**src/hdl/dmfs_pkg.sv**
```systemverilog
// Shared constants, types and helpers of the dot-matrix frame buffer scanout block.
`default_nettype none

package dmfs_pkg;

  // Grid geometry
  localparam int MODULE_ROWS   = 1;
  localparam int MODULE_COLS   = 4;
  localparam int DOTS_PER_SIDE = 8;
  localparam int MODULE_COUNT  = MODULE_ROWS * MODULE_COLS;
  localparam int FRAME_BYTES   = DOTS_PER_SIDE * MODULE_COUNT;
  localparam int ADDR_W        = $clog2(FRAME_BYTES);
  localparam int MOD_W         = (MODULE_COUNT > 1) ? $clog2(MODULE_COUNT) : 1;

  localparam logic [7:0] LEFT_DOT_MASK = 8'b10000000;
  localparam logic [7:0] FULL_BYTE     = 8'b11111111;

  // Request type codes on the input channel
  localparam logic [2:0] REQ_SET     = 3'd0;
  localparam logic [2:0] REQ_CLEAR   = 3'd1;
  localparam logic [2:0] REQ_TOGGLE  = 3'd2;
  localparam logic [2:0] REQ_READ    = 3'd3;
  localparam logic [2:0] REQ_ALL_ON  = 3'd4;
  localparam logic [2:0] REQ_ALL_OFF = 3'd5;
  localparam logic [2:0] REQ_REFRESH = 3'd6;

  // Resolved operation handed from front to back
  typedef enum logic [2:0] {
    OP_LIGHT,
    OP_DARK,
    OP_TOGGLE,
    OP_READ,
    OP_ALL_ON,
    OP_ALL_OFF,
    OP_REFRESH,
    OP_REJECT
  } op_e;

  typedef struct packed {
    op_e               op;
    logic [ADDR_W-1:0] idx;
    logic [7:0]        mask;
  } cmd_t;

  typedef struct packed {
    logic       ok;
    logic       read_value;
    logic [3:0] digit_addr;
    logic [7:0] seg_data;
    logic       latch_after;
    logic       last;
  } res_t;

  function automatic logic [7:0] bit_reverse8(input logic [7:0] b);
    logic [7:0] r;
    for (int k = 0; k < 8; k++) begin
      r[k] = b[7-k];
    end
    return r;
  endfunction

endpackage

`default_nettype wire

```
**src/hdl/dmfs_ram.sv**
```systemverilog
// Generic single-write, single-read RAM with registered read data.
`default_nettype none

module dmfs_ram #(
  parameter int Width = 8,
  parameter int Depth = 32
) (
  input  wire logic                     clk_i,
  input  wire logic                     we_i,
  input  wire logic [$clog2(Depth)-1:0] waddr_i,
  input  wire logic [Width-1:0]         wdata_i,
  input  wire logic                     re_i,
  input  wire logic [$clog2(Depth)-1:0] raddr_i,
  output logic      [Width-1:0]         rdata_o
);

  logic [Width-1:0] mem_q [Depth];
  logic [Width-1:0] rdata_q;

  always_ff @(posedge clk_i) begin
    if (we_i) begin
      mem_q[waddr_i] <= wdata_i;
    end
    if (re_i) begin
      rdata_q <= mem_q[raddr_i];
    end
  end

  assign rdata_o = rdata_q;

endmodule

`default_nettype wire

```
**src/hdl/dmfs_front.sv**
```systemverilog
// Front end: accepts requests, classifies them and queues resolved commands.
`default_nettype none

module dmfs_front (
  input  wire logic               clk_i,
  input  wire logic               rst_ni,
  input  wire logic               draw_set_mode_i,
  input  wire logic               push_i,
  output logic                    full_o,
  input  wire logic [2:0]         req_type_i,
  input  wire logic signed [7:0]  x_coord_i,
  input  wire logic signed [7:0]  y_coord_i,
  output logic                    cmd_valid_o,
  output dmfs_pkg::cmd_t          cmd_o,
  input  wire logic               cmd_pop_i
);

  localparam int XLim = dmfs_pkg::MODULE_COLS * dmfs_pkg::DOTS_PER_SIDE;
  localparam int YLim = dmfs_pkg::MODULE_ROWS * dmfs_pkg::DOTS_PER_SIDE;

  dmfs_pkg::cmd_t cmd_new;
  logic           in_grid;
  logic           wr_en;

  dmfs_pkg::cmd_t entry_q [2];
  logic           wr_ptr_q, rd_ptr_q;
  logic [1:0]     cnt_q;

  always_comb begin
    in_grid = !x_coord_i[7] && (x_coord_i[6:0] < 7'(XLim)) &&
              !y_coord_i[7] && (y_coord_i[6:0] < 7'(YLim));
    cmd_new.idx  = dmfs_pkg::ADDR_W'(
                     (32'(y_coord_i[6:3]) * dmfs_pkg::MODULE_COLS + 32'(x_coord_i[6:3]))
                     * dmfs_pkg::DOTS_PER_SIDE + 32'(y_coord_i[2:0]));
    cmd_new.mask = dmfs_pkg::LEFT_DOT_MASK >> x_coord_i[2:0];
    unique case (req_type_i)
      dmfs_pkg::REQ_SET: begin
        cmd_new.op = !in_grid ? dmfs_pkg::OP_REJECT :
                     (draw_set_mode_i ? dmfs_pkg::OP_LIGHT : dmfs_pkg::OP_DARK);
      end
      dmfs_pkg::REQ_CLEAR: begin
        cmd_new.op = !in_grid ? dmfs_pkg::OP_REJECT :
                     (draw_set_mode_i ? dmfs_pkg::OP_DARK : dmfs_pkg::OP_LIGHT);
      end
      dmfs_pkg::REQ_TOGGLE: begin
        cmd_new.op = in_grid ? dmfs_pkg::OP_TOGGLE : dmfs_pkg::OP_REJECT;
      end
      dmfs_pkg::REQ_READ: begin
        cmd_new.op = in_grid ? dmfs_pkg::OP_READ : dmfs_pkg::OP_REJECT;
      end
      dmfs_pkg::REQ_ALL_ON:  cmd_new.op = dmfs_pkg::OP_ALL_ON;
      dmfs_pkg::REQ_ALL_OFF: cmd_new.op = dmfs_pkg::OP_ALL_OFF;
      dmfs_pkg::REQ_REFRESH: cmd_new.op = dmfs_pkg::OP_REFRESH;
      default:               cmd_new.op = dmfs_pkg::OP_REJECT;
    endcase
  end

  assign full_o      = (cnt_q == 2'd2);
  assign wr_en       = push_i && !full_o;
  assign cmd_valid_o = (cnt_q != 2'd0);
  assign cmd_o       = entry_q[rd_ptr_q];

  always_ff @(posedge clk_i) begin
    if (wr_en) begin
      entry_q[wr_ptr_q] <= cmd_new;
    end
  end

  always_ff @(posedge clk_i or negedge rst_ni) begin
    if (!rst_ni) begin
      wr_ptr_q <= 1'b0;
      rd_ptr_q <= 1'b0;
      cnt_q    <= 2'd0;
    end else begin
      if (wr_en) begin
        wr_ptr_q <= !wr_ptr_q;
      end
      if (cmd_pop_i) begin
        rd_ptr_q <= !rd_ptr_q;
      end
      cnt_q <= cnt_q + 2'(wr_en) - 2'(cmd_pop_i);
    end
  end

endmodule

`default_nettype wire

```
**src/hdl/dmfs_res_queue.sv**
```systemverilog
// Two-entry result queue between the back end and the result ports.
`default_nettype none

module dmfs_res_queue (
  input  wire logic           clk_i,
  input  wire logic           rst_ni,
  input  wire logic           push_i,
  input  wire dmfs_pkg::res_t data_i,
  output logic                full_o,
  output logic                empty_o,
  output dmfs_pkg::res_t      head_o,
  input  wire logic           pop_i
);

  dmfs_pkg::res_t entry_q [2];
  logic           wr_ptr_q, rd_ptr_q;
  logic [1:0]     cnt_q;
  logic           wr_en, rd_en;

  assign full_o  = (cnt_q == 2'd2);
  assign empty_o = (cnt_q == 2'd0);
  assign wr_en   = push_i && !full_o;
  assign rd_en   = pop_i && !empty_o;
  assign head_o  = entry_q[rd_ptr_q];

  always_ff @(posedge clk_i) begin
    if (wr_en) begin
      entry_q[wr_ptr_q] <= data_i;
    end
  end

  always_ff @(posedge clk_i or negedge rst_ni) begin
    if (!rst_ni) begin
      wr_ptr_q <= 1'b0;
      rd_ptr_q <= 1'b0;
      cnt_q    <= 2'd0;
    end else begin
      if (wr_en) begin
        wr_ptr_q <= !wr_ptr_q;
      end
      if (rd_en) begin
        rd_ptr_q <= !rd_ptr_q;
      end
      cnt_q <= cnt_q + 2'(wr_en) - 2'(rd_en);
    end
  end

endmodule

`default_nettype wire

```
**src/hdl/dmfs_back.sv**
```systemverilog
// Back end: executes queued commands against the frame store and scans out refresh words.
`default_nettype none

module dmfs_back (
  input  wire logic           clk_i,
  input  wire logic           rst_ni,
  input  wire logic           rotate_half_turn_i,
  input  wire logic           cmd_valid_i,
  input  wire dmfs_pkg::cmd_t cmd_i,
  output logic                cmd_pop_o,
  input  wire logic           res_full_i,
  output logic                res_push_o,
  output dmfs_pkg::res_t      res_o
);

  localparam int                   AW      = dmfs_pkg::ADDR_W;
  localparam int                   MW      = dmfs_pkg::MOD_W;
  localparam logic [MW-1:0]        LastCol = MW'(dmfs_pkg::MODULE_COUNT - 1);

  typedef enum logic [1:0] {
    ST_IDLE,
    ST_PIX,
    ST_SCAN
  } state_e;

  state_e                       state_q;
  dmfs_pkg::cmd_t               cmd_q;
  logic                         vld_rd_q;
  logic [dmfs_pkg::FRAME_BYTES-1:0] valid_q;
  logic                         fill_q;
  logic [2:0]                   row_q;
  logic [MW-1:0]                col_q;
  logic                         issue_done_q;
  logic                         pend_q;
  logic [3:0]                   p_dig_q;
  logic                         p_end_row_q;
  logic                         p_end_all_q;

  logic          re, we;
  logic [AW-1:0] raddr;
  logic [7:0]    rdata, eff, new_byte;
  logic [MW-1:0] scan_mod;
  logic          space, pix_issue, scan_issue, scan_emit;

  dmfs_ram #(
    .Width(8),
    .Depth(dmfs_pkg::FRAME_BYTES)
  ) u_frame (
    .clk_i  (clk_i),
    .we_i   (we),
    .waddr_i(cmd_q.idx),
    .wdata_i(new_byte),
    .re_i   (re),
    .raddr_i(raddr),
    .rdata_o(rdata)
  );

  // An entry never written since the last fill reads as the fill value
  assign eff   = vld_rd_q ? rdata : {8{fill_q}};
  assign space = !res_full_i;

  always_comb begin
    scan_mod   = rotate_half_turn_i ? col_q : LastCol - col_q;
    scan_issue = (state_q == ST_SCAN) && !issue_done_q && (!pend_q || (pend_q && space));
    scan_emit  = (state_q == ST_SCAN) && pend_q && space;
    pix_issue  = 1'b0;
    cmd_pop_o  = 1'b0;
    res_push_o = 1'b0;
    we         = 1'b0;
    res_o      = '{ok: 1'b1, read_value: 1'b0, digit_addr: 4'd0, seg_data: 8'd0,
                   latch_after: 1'b0, last: 1'b1};

    unique case (cmd_q.op)
      dmfs_pkg::OP_LIGHT:  new_byte = eff | cmd_q.mask;
      dmfs_pkg::OP_DARK:   new_byte = eff & ~cmd_q.mask;
      dmfs_pkg::OP_TOGGLE: new_byte = eff ^ cmd_q.mask;
      default:             new_byte = eff;
    endcase

    unique case (state_q)
      ST_IDLE: begin
        if (cmd_valid_i) begin
          unique case (cmd_i.op)
            dmfs_pkg::OP_LIGHT, dmfs_pkg::OP_DARK,
            dmfs_pkg::OP_TOGGLE, dmfs_pkg::OP_READ: begin
              pix_issue = 1'b1;
              cmd_pop_o = 1'b1;
            end
            dmfs_pkg::OP_ALL_ON, dmfs_pkg::OP_ALL_OFF: begin
              cmd_pop_o  = space;
              res_push_o = space;
            end
            dmfs_pkg::OP_REJECT: begin
              cmd_pop_o  = space;
              res_push_o = space;
              res_o.ok   = 1'b0;
            end
            dmfs_pkg::OP_REFRESH: begin
              cmd_pop_o = 1'b1;
            end
          endcase
        end
      end
      ST_PIX: begin
        res_push_o       = space;
        we               = space && (cmd_q.op != dmfs_pkg::OP_READ);
        res_o.read_value = (cmd_q.op == dmfs_pkg::OP_READ) && ((eff & cmd_q.mask) != 8'd0);
      end
      ST_SCAN: begin
        res_push_o        = scan_emit;
        res_o.digit_addr  = p_dig_q;
        res_o.seg_data    = rotate_half_turn_i ? eff : dmfs_pkg::bit_reverse8(eff);
        res_o.latch_after = p_end_row_q;
        res_o.last        = p_end_all_q;
      end
      default: begin
        res_push_o = 1'b0;
      end
    endcase

    re    = pix_issue || scan_issue;
    raddr = pix_issue ? cmd_i.idx : AW'({scan_mod, row_q});
  end

  always_ff @(posedge clk_i or negedge rst_ni) begin
    if (!rst_ni) begin
      state_q      <= ST_IDLE;
      cmd_q        <= '{op: dmfs_pkg::OP_REJECT, idx: '0, mask: '0};
      vld_rd_q     <= 1'b0;
      valid_q      <= '0;
      fill_q       <= 1'b0;
      row_q        <= 3'd0;
      col_q        <= '0;
      issue_done_q <= 1'b0;
      pend_q       <= 1'b0;
      p_dig_q      <= 4'd0;
      p_end_row_q  <= 1'b0;
      p_end_all_q  <= 1'b0;
    end else begin
      unique case (state_q)
        ST_IDLE: begin
          if (pix_issue) begin
            cmd_q    <= cmd_i;
            vld_rd_q <= valid_q[cmd_i.idx];
            state_q  <= ST_PIX;
          end else if (cmd_pop_o && (cmd_i.op == dmfs_pkg::OP_REFRESH)) begin
            row_q        <= 3'd0;
            col_q        <= '0;
            issue_done_q <= 1'b0;
            pend_q       <= 1'b0;
            state_q      <= ST_SCAN;
          end else if (cmd_pop_o && (cmd_i.op == dmfs_pkg::OP_ALL_ON ||
                                     cmd_i.op == dmfs_pkg::OP_ALL_OFF)) begin
            valid_q <= '0;
            fill_q  <= (cmd_i.op == dmfs_pkg::OP_ALL_ON);
          end
        end
        ST_PIX: begin
          if (space) begin
            if (we) begin
              valid_q[cmd_q.idx] <= 1'b1;
            end
            state_q <= ST_IDLE;
          end
        end
        ST_SCAN: begin
          if (scan_issue) begin
            vld_rd_q    <= valid_q[AW'({scan_mod, row_q})];
            p_dig_q     <= rotate_half_turn_i ? 4'(row_q) + 4'd1 : 4'd8 - 4'(row_q);
            p_end_row_q <= (col_q == LastCol);
            p_end_all_q <= (col_q == LastCol) && (row_q == 3'd7);
            if (col_q == LastCol) begin
              col_q <= '0;
              if (row_q == 3'd7) begin
                issue_done_q <= 1'b1;
              end else begin
                row_q <= row_q + 3'd1;
              end
            end else begin
              col_q <= col_q + MW'(1);
            end
          end
          if (scan_issue) begin
            pend_q <= 1'b1;
          end else if (scan_emit) begin
            pend_q <= 1'b0;
          end
          if (scan_emit && p_end_all_q) begin
            state_q <= ST_IDLE;
          end
        end
        default: begin
          state_q <= ST_IDLE;
        end
      endcase
    end
  end

endmodule

`default_nettype wire

```
**src/hdl/dot_matrix_framebuffer_scanout_core.sv**
```systemverilog
// Top level of the dot-matrix frame buffer with refresh scanout.
//
//  Channel   Direction  Handshake               Beat contents
//  --------  ---------  ----------------------  ------------------------------------------
//  request   in         push / full             req_type, x_coord, y_coord
//  result    out        empty / pop             ok, read_value, digit_addr, seg_data,
//                                               latch_after, last
//  config    in         psel/penable/pwrite     draw_set_mode @0x0, rotate_half_turn @0x4
//
// A set, clear, toggle or read first reads the frame byte from the store's registered port,
// then merges it and writes it back, or for a read tests the bit; this waits for result space.
// All on, all off and rejected requests finish at dispatch without touching the store; for all
// on and all off a fill flag and per-byte valid bits stand in for sweeping the store. Refresh is
// dispatched, then emits 8*MODULE_COUNT beats at one per cycle while the result queue has room,
// paced by the store's one read port.
// Reset clears the queues and valid bits and resets the registers; no clearing pass is needed.
// A full result queue stalls only the back end; the request queue keeps taking beats
// until its two entries fill.
`default_nettype none

module dot_matrix_framebuffer_scanout_core (
  input  wire logic              clk_i,
  input  wire logic              rst_ni,
  // request channel
  input  wire logic              push,
  output logic                   full,
  input  wire logic [2:0]        req_type_i,
  input  wire logic signed [7:0] x_coord_i,
  input  wire logic signed [7:0] y_coord_i,
  // result channel
  output logic                   empty,
  input  wire logic              pop,
  output logic                   ok_o,
  output logic                   read_value_o,
  output logic [3:0]             digit_addr_o,
  output logic [7:0]             seg_data_o,
  output logic                   latch_after_o,
  output logic                   last_o,
  // configuration port
  input  wire logic              psel,
  input  wire logic              penable,
  input  wire logic              pwrite,
  input  wire logic [2:0]        paddr,
  input  wire logic [31:0]       pwdata,
  output logic [31:0]            prdata,
  output logic                   pready
);

  // Register select is address bit 2; the low bits are byte lanes
  localparam logic RegDrawMode = 1'b0;

  logic           draw_set_mode_q;
  logic           rotate_half_turn_q;
  logic           cfg_wr;

  logic           cmd_valid, cmd_pop;
  dmfs_pkg::cmd_t cmd;
  logic           res_push, res_full;
  dmfs_pkg::res_t res_new, res_head;

  // Configuration: every access completes at once
  assign pready = 1'b1;
  assign cfg_wr = psel && penable && pwrite && pready;
  assign prdata = (paddr[2] == RegDrawMode) ? 32'(draw_set_mode_q) : 32'(rotate_half_turn_q);

  always_ff @(posedge clk_i or negedge rst_ni) begin
    if (!rst_ni) begin
      draw_set_mode_q    <= 1'b1;
      rotate_half_turn_q <= 1'b0;
    end else if (cfg_wr) begin
      if (paddr[2] == RegDrawMode) begin
        draw_set_mode_q <= pwdata[0];
      end else begin
        rotate_half_turn_q <= pwdata[0];
      end
    end
  end

  // Front end: classify the request and hold it until the back end takes it
  dmfs_front u_front (
    .clk_i          (clk_i),
    .rst_ni         (rst_ni),
    .draw_set_mode_i(draw_set_mode_q),
    .push_i         (push),
    .full_o         (full),
    .req_type_i     (req_type_i),
    .x_coord_i      (x_coord_i),
    .y_coord_i      (y_coord_i),
    .cmd_valid_o    (cmd_valid),
    .cmd_o          (cmd),
    .cmd_pop_i      (cmd_pop)
  );

  // Back end: read-modify-write of frame bytes and refresh scanout
  dmfs_back u_back (
    .clk_i             (clk_i),
    .rst_ni            (rst_ni),
    .rotate_half_turn_i(rotate_half_turn_q),
    .cmd_valid_i       (cmd_valid),
    .cmd_i             (cmd),
    .cmd_pop_o         (cmd_pop),
    .res_full_i        (res_full),
    .res_push_o        (res_push),
    .res_o             (res_new)
  );

  // Result queue decouples the back end from the consumer
  dmfs_res_queue u_res_queue (
    .clk_i  (clk_i),
    .rst_ni (rst_ni),
    .push_i (res_push),
    .data_i (res_new),
    .full_o (res_full),
    .empty_o(empty),
    .head_o (res_head),
    .pop_i  (pop)
  );

  assign ok_o          = res_head.ok;
  assign read_value_o  = res_head.read_value;
  assign digit_addr_o  = res_head.digit_addr;
  assign seg_data_o    = res_head.seg_data;
  assign latch_after_o = res_head.latch_after;
  assign last_o        = res_head.last;

endmodule

`default_nettype wire
```
**config.mk**
```make
export PLATFORM = sky130hd
export DESIGN_NAME = dot_matrix_framebuffer_scanout_core
export DESIGN_NICKNAME = d
export VERILOG_FILES = /design/src/hdl/dmfs_pkg.sv /design/src/hdl/dmfs_ram.sv /design/src/hdl/dmfs_front.sv /design/src/hdl/dmfs_res_queue.sv /design/src/hdl/dmfs_back.sv /design/src/hdl/dot_matrix_framebuffer_scanout_core.sv
export SDC_FILE = /design/constraint.sdc
export NUM_CORES = 1
export LEC_CHECK = 0
export ABC_CLOCK_PERIOD_IN_PS = 4100
export BUFFER_PORTS_ARGS = -buffer_cell sky130_fd_sc_hd__buf_2
export CORE_ASPECT_RATIO = 1.4
export CORE_MARGIN = 4
export CORE_UTILIZATION = 35
export CTS_BUF_LIST = sky130_fd_sc_hd__clkbuf_2
export DETAILED_ROUTE_END_ITERATION = 8
export GPL_TIMING_DRIVEN = 0
export MAX_ROUTING_LAYER = met4
export PLACE_DENSITY = 0.59
export SETUP_SLACK_MARGIN = 0.02
export SLEW_MARGIN = 30
export SYNTH_ARGS = -nofsm -noshare
export SYNTH_HDL_FRONTEND = slang
export SYNTH_SLANG_ARGS = --single-unit
```
**constraint.sdc**
```tcl
create_clock -name clk_i -period 4.1 [get_ports clk_i]
set_input_delay 0.82 -clock clk_i [delete_from_list [all_inputs] [get_ports clk_i]]
set_output_delay 0.82 -clock clk_i [all_outputs]
set_load 0.01 [all_outputs]
```
# Word-level counts from Yosys, hierarchy flattened
# Memories as Yosys holds them, arrays and structs flattened. A register that Yosys moved wholly into a read port is not among the register bits.
# Cells that the tools add are included.
[op_classes]
addsub = 11
n_lt_le_gt_ge = 6
eq_ne = 37
shift = 1
muxes = 75
n_bitwise = 9
n_reduce_logical = 58
[op_table]
columns = ["op", "count"]
rows = [
  ["$mux 32", 5],
  ["$pmux 32 s2", 1],
  ["$mux 1", 33],
  ["$or 32x32->32", 1],
  ["$mux 3", 9],
  ["$eq 3x3->1 const B", 8],
  ["$pmux 8 s3", 1],
  ["$pmux 3 s7", 1],
  ["$logic_and 1x1->1", 20],
  ["$eq 3x2->1 const B", 6],
  ["$lt 5x6->1 const B", 3],
  ["$mux 2", 9],
  ["$reduce_and 6->1", 3],
  ["$and 8x8->8", 2],
  ["$mux 8", 2],
  ["$ne 2x2->1 const B", 8],
  ["$mux 14", 1],
  ["$reduce_and 4->1", 3],
  ["$logic_not 1->1", 11],
  ["$bmux 1 s5", 2],
  ["$eq 3x1->1 const B", 3],
  ["$logic_not 3->1", 3],
  ["$eq 2x2->1 const B", 4],
  ["$ne 2x1->1 const B", 4],
  ["37 further kinds", 54],
]
[word_totals]
register_bits = 75
ram_bits = 320
mem_count = 3
[memory_table]
columns = ["memory", "depth", "width", "read_ports", "rd_clocked_by_memory_dff", "write_ports", "line", "text"]
rows = [
  ["u_back.u_frame.mem_q", 32, 8, 1, 1, 1, "dmfs_ram.sv:17", "logic [Width-1:0] mem_q [Depth];"],
  ["u_front.entry_q", 2, 16, 1, 0, 1, "dmfs_front.sv:25", "dmfs_pkg::cmd_t entry_q [2];"],
  ["u_res_queue.entry_q", 2, 16, 1, 0, 1, "dmfs_res_queue.sv:15", "dmfs_pkg::res_t entry_q [2];"],
]

# Depth between registers and ports, before layout
# An unclocked memory read counts as a cell.
[logic_depth]
word_depth = 11
mapped_depth = 11

# By module
# From an unflattened synthesis, not the netlist that was laid out.
[hier_totals]
hier_cells = 1091
area_unflattened_um2 = 17737.0
[modules_own_cells]
columns = ["mod", "instances", "cells_per_inst", "area_per_inst_um2", "seq_area_each_um2"]
rows = [
  ["dmfs_ram", 1, 417, 10133.5, 7927.6],
  ["dmfs_back", 1, 475, 4337.9, 1630.3],
  ["dmfs_front", 1, 88, 1503.9, 1061.0],
  ["dmfs_res_queue", 1, 70, 1413.9, 1061.0],
  ["dot_matrix_framebuffer_scanout_core", 1, 41, 347.8, 51.3],
]

# Worst setup path before layout
# Ideal clock, no wire load.
[synth_timing]
path_type = "register to register"
startpoint = "register u_back.vld_rd_q"
endpoint = "memory u_back.u_frame.mem_q[0][0] (data pin)"
setup_time_ns = 0.380
arrival_ns = 2.454
path_slack_ns = 1.265
path_stages_with_launch = 10
path_buffers = 2
period_less_slack_ns = 2.835
path_cell_list = "dfrtp_1 -> clkbuf_1 -> nor2b_1 -> clkbuf_1 -> a21oi_1 -> ha_1 -> inv_1 -> mux2i_1 -> a22oi_1 -> o22ai_1"
[synth_between]
elab_chain_cells = 3
word_cells_on_any_way = 5
classes_between = "mux: 2; bitwise: 3"
[synth_rtl]
columns = ["item", "line", "text"]
rows = [
  ["start, declared", "dmfs_back.sv:28", "logic vld_rd_q;"],
  ["start signal, assigned", "dmfs_back.sv:144", "vld_rd_q <= valid_q[cmd_i.idx];"],
  ["start signal, assigned", "dmfs_back.sv:168", "vld_rd_q <= valid_q[AW'({scan_mod, row_q})];"],
  ["$mux 8 (*)", "dmfs_back.sv:59", "assign eff = vld_rd_q ? rdata : {8{fill_q}};"],
  ["$xor 8x8->8, or another cell as far along", "dmfs_back.sv:76", "dmfs_pkg::OP_TOGGLE: new_byte = eff ^ cmd_q.mask;"],
  ["$pmux 8 s3 (*)", "dmfs_back.sv:73", "unique case (cmd_q.op)"],
  ["net u_back.new_byte[0]", "dmfs_back.sv:41", "logic [7:0] rdata, eff, new_byte;"],
  ["end, declared", "dmfs_ram.sv:17", ""],
]
# Mark *: on every way through the listed nets, which the timed path passes. The rest lies on a longest branch.

# Worst setup path in the final report
[layout_timing]
startpoint = "register rotate_half_turn_q"
endpoint = "output prdata[0]"
[layout_between]
elab_chain_cells = 1
[layout_rtl]
columns = ["item", "line", "text"]
rows = [
  ["start, declared", "dot_matrix_framebuffer_scanout_core.sv:53", "logic rotate_half_turn_q;"],
  ["start signal, assigned", "dot_matrix_framebuffer_scanout_core.sv:74", "rotate_half_turn_q <= pwdata[0];"],
  ["$mux 1", "dot_matrix_framebuffer_scanout_core.sv:64", "assign prdata = (paddr[2] == RegDrawMode) ? 32'(draw_set_mode_q) : 32'(rotate_half_turn_q);"],
  ["end, declared", "dot_matrix_framebuffer_scanout_core.sv:45", "output logic [31:0] prdata,"],
]
# No other way between the ends.

==> out/summary.txt <==
crit path max-delay cell type - clkbuf_1
CP most frequent cell - clkbuf_1
Die H - 276 um
Max-Slew Margin vs Limit - 35.1%
Psw - 6.65 mW
CP startpoint kind - register
Setup TNS Final - 0 ns
multi-input logic area - 5740 um2
number of core rows - 98
Die W - 200 um
FF+latch count, synth - 403
main flop type after synthesis - edfxtp_1
vias in the first global route - 12220
cell internal pwr - 9.35 mW
final setup margin - 0.356 ns
Fin Hold WS - 0.136 ns
Crit Path Category - register to output port
detailed-route DRC error count - 0
Final min period - 3.74 ns
switching portion of total power - 41.5%
CTS clk-pin slew, worst paths - 0.10 ns
status - completed
Register Area - 11700 um2
critical path depth - 4
H-tree levels - 3
post-route insts no fill - 2294
crit path to - prdata[0]
worst-case clock buffer depth - 3
Distinct cells, synth - 65
WL/cell - 21.0 um
core area - 51000 um2
Final period util - 91.3%
Post-synth ARST share - 18.6%
crit path cell chain - clkbuf_1, clkbuf_1, mux2_2, buf_2
Critical R2R Launch - u_front.rd_ptr_q
Syn Inst Count - 1389
total grt overflow - 0
CP Capture Type - output port
Max Slew Vio Count - 0
Syn. warnings - 0
first-pass GRT wire length - 71800 um
Top Ports - 112
pre-CTS setup slack - 0.524 ns
DRT iter0 DRCs - 1002
Worst-Margin Slew - 0.954 ns
family with the most delay on the worst path - buffers and inverters
layout cells sized above 1 - 20.9%
worst-case reg-to-reg path depth - 9
Port Buffers - 46
largest net degree at the start of global routing - 66
clk_lat worst skew - 1.04 ns
gr usage total - 17.6%
DR vias/cell - 5.29
worst path bufs/invs - 3
CTS root buffer - clkbuf_2
syn avg cell area - 13.0 um2
Clock power frac - 15.9%
vias post-DR - 12126
# fillers - 4855
R2R setup slack - 0.44 ns
die footprint - 55200 um2
Area Overhead vs Synth - 13.0%
total wire length after detailed routing - 48100 um
post-CTS setup buffers - 0
Finished Core Util - 39.9%
combinational power share - 43.9%
Worst path max stage delay - 0.52 ns
Hold Crit Class - primary input to register
RePlAce Congestion - 0.937
CP Launch Point - rotate_half_turn_q
clk_skew - 0.0767 ns
drt pass-1 iters - 6
remaining antenna violation count - 0
initial core utilization - 35.3%
clock sink count - 403
initial antenna violation count - 1
crit path max fanout - 10
Worst Path Required - 3.28 ns
maxcap violations - 0
pwr dens - 786 nW/um2
sequential area share after synthesis - 65.1%
Post-synth EDFFs - 328
Fmax achieved - 267 MHz
RSZ-0062 raised after global routing - false
Detail Placement HPWL - 34200 um
dpl cells - 2124
HP Start - penable
Leak - 7.74 nW
Setup-failing EPs final - 0
total CTS buffers - 93
Syn Std Cell Area - 18000 um2
RR Endpoint - u_back.u_frame.rdata_o[4]
Final Hold Viols - 0
Flop pwr share - 40.2%
Worst EP arrival - 2.92 ns
TritonCTS clock tree - done
final net count - 1669
Max rail drop VDD - 425 uV
power by group through the flow:
stage                     clock (mW)  sequential [mW]  combinational, mW
after global routing            2.87             6.48               7.54
after global placement             0             6.53               6.26
final                           2.55             6.43               7.02
after CTS                       2.63             6.42               7.02
after detailed placement           0             6.51               7.00
after floorplan                    0             6.43               4.02
timing repair:
action | CTS | global route
gates resized for setup | 0 | 0
hold buffers | 7 | 0
hold endpoints to repair | 83 | 0
through the flow:
step	power [mW]	cell area (um2)
after CTS	16.1	20300
after global routing	16.9	20400
after detailed placement	13.5	19400
after floorplan	10.5	18100
final	16.0	20400
after global placement	12.8	19200
cells in the final DEF (no fill, tap or decap), drive strengths merged, types with 6 or more instances in the layout:
cell type	Yosys	layout
ha	32	32
o21ai	17	17
xnor2	7	7
a31oi	67	67
nand2b	6	6
mux2i	30	30
edfxtp	328	328
inv	30	31
dlygate4sd3	0	7
nor4	12	12
buf	68	123
a211oi	74	74
and2	12	12
conb	2	32
mux2	27	27
a21oi	55	55
nand3	19	19
and3	69	69
dfrtp	71	71
nor3b	9	9
clkbuf	47	181
nor2	103	103
a22oi	6	6
nor2b	8	8
nand2	173	173
o22ai	37	37
mux4	16	16
clkinv	0	25
nor3	6	6
cells by family (layout without fill, tap and decap cells):
logic type | after synthesis | in the layout | share of synthesized area, %
AO/OA/AOI/OAI | 284 | 284 | 10.5
XOR/XNOR | 12 | 12 | 0.584
flip-flops | 403 | 403 | 65.1
other | 2 | 33 | 0.0417
buffers and inverters | 145 | 369 | 4.16
multiplexers | 73 | 73 | 5.58
AND/OR/NAND/NOR | 438 | 438 | 11.8
adder cells (fa/ha/maj) | 32 | 32 | 2.22
final cells by class:
class	instances	area share, %
repair buffers	62	2.38
plain buffers	115	3.13
diodes	1	0.0123
well taps	650	4.00
inverters	30	0.553
multi-input cells	871	28.2
clock buffers	134	3.29
clock inverters	28	0.836
flip-flops and latches	403	57.6
flip-flops by register name, summed over array words and instances (netlist names), 2 cells and up:
signal and count:
u_back.cmd_q 16, u_back.col_q 2, u_back.p_dig_q 4, u_back.row_q 3
u_back.state_q 2, u_back.u_frame.mem_q 256, u_back.u_frame.rdata_o 8, u_back.valid_q 32
u_front.cnt_q 2, u_front.entry_q 32, u_res_queue.cnt_q 2, u_res_queue.entry_q 32
worst register-to-register path, stage by stage, from the launching register on:
cell      delay (ns)
dfrtp_1         0.33
buf_4           0.17
mux2i_2         0.48
nand4_2         0.36
nand2_2         0.23
clkbuf_1        0.63
nand2_1         0.12
a31oi_1         0.44
o22ai_1         0.16
nor4_1          0.49
synth_stat cells, types with 12 or more instances:
| cell type | instances | area (um2) |
|---|---|---|
| buf_4 | 47 | 353 |
| a21oi_1 | 55 | 275 |
| a31oi_1 | 67 | 419 |
| and2_1 | 12 | 75.1 |
| mux2_2 | 24 | 270 |
| inv_1 | 30 | 113 |
| clkbuf_1 | 47 | 176 |
| buf_2 | 17 | 85.1 |
| dfrtp_1 | 71 | 1780 |
| nand2_1 | 172 | 646 |
| nand3_1 | 19 | 95.1 |
| o21ai_0 | 17 | 85.1 |
| ha_1 | 32 | 400 |
| a211oi_1 | 74 | 556 |
| edfxtp_1 | 328 | 9850 |
| mux4_2 | 16 | 360 |
| mux2i_1 | 26 | 260 |
| nor2_1 | 102 | 383 |
| and3_1 | 69 | 432 |
| o22ai_1 | 37 | 231 |
layer usage:
layer	up-vias	share of wire, %	GRT usage, %
li1	5590	-	-
met1	5910	36	18.7
met2	486	52	30.5
met3	140	5.5	2.94
met4	0	5.8	10.2
met5	-	0	-
how the worst min path moves through the flow:
stage / end / slack (ns) / depth (start not counted)
after floorplan: u_back.p_dig_q[1] / 0.44 / 2
after global placement: u_back.p_dig_q[1] / 0.46 / 2
after detailed placement: u_back.p_dig_q[1] / 0.46 / 2
after CTS: rotate_half_turn_q / 0.03 / 3
after global routing: rotate_half_turn_q / 0.09 / 3
final: rotate_half_turn_q / 0.14 / 3
(Power assumes the default switching activity.)
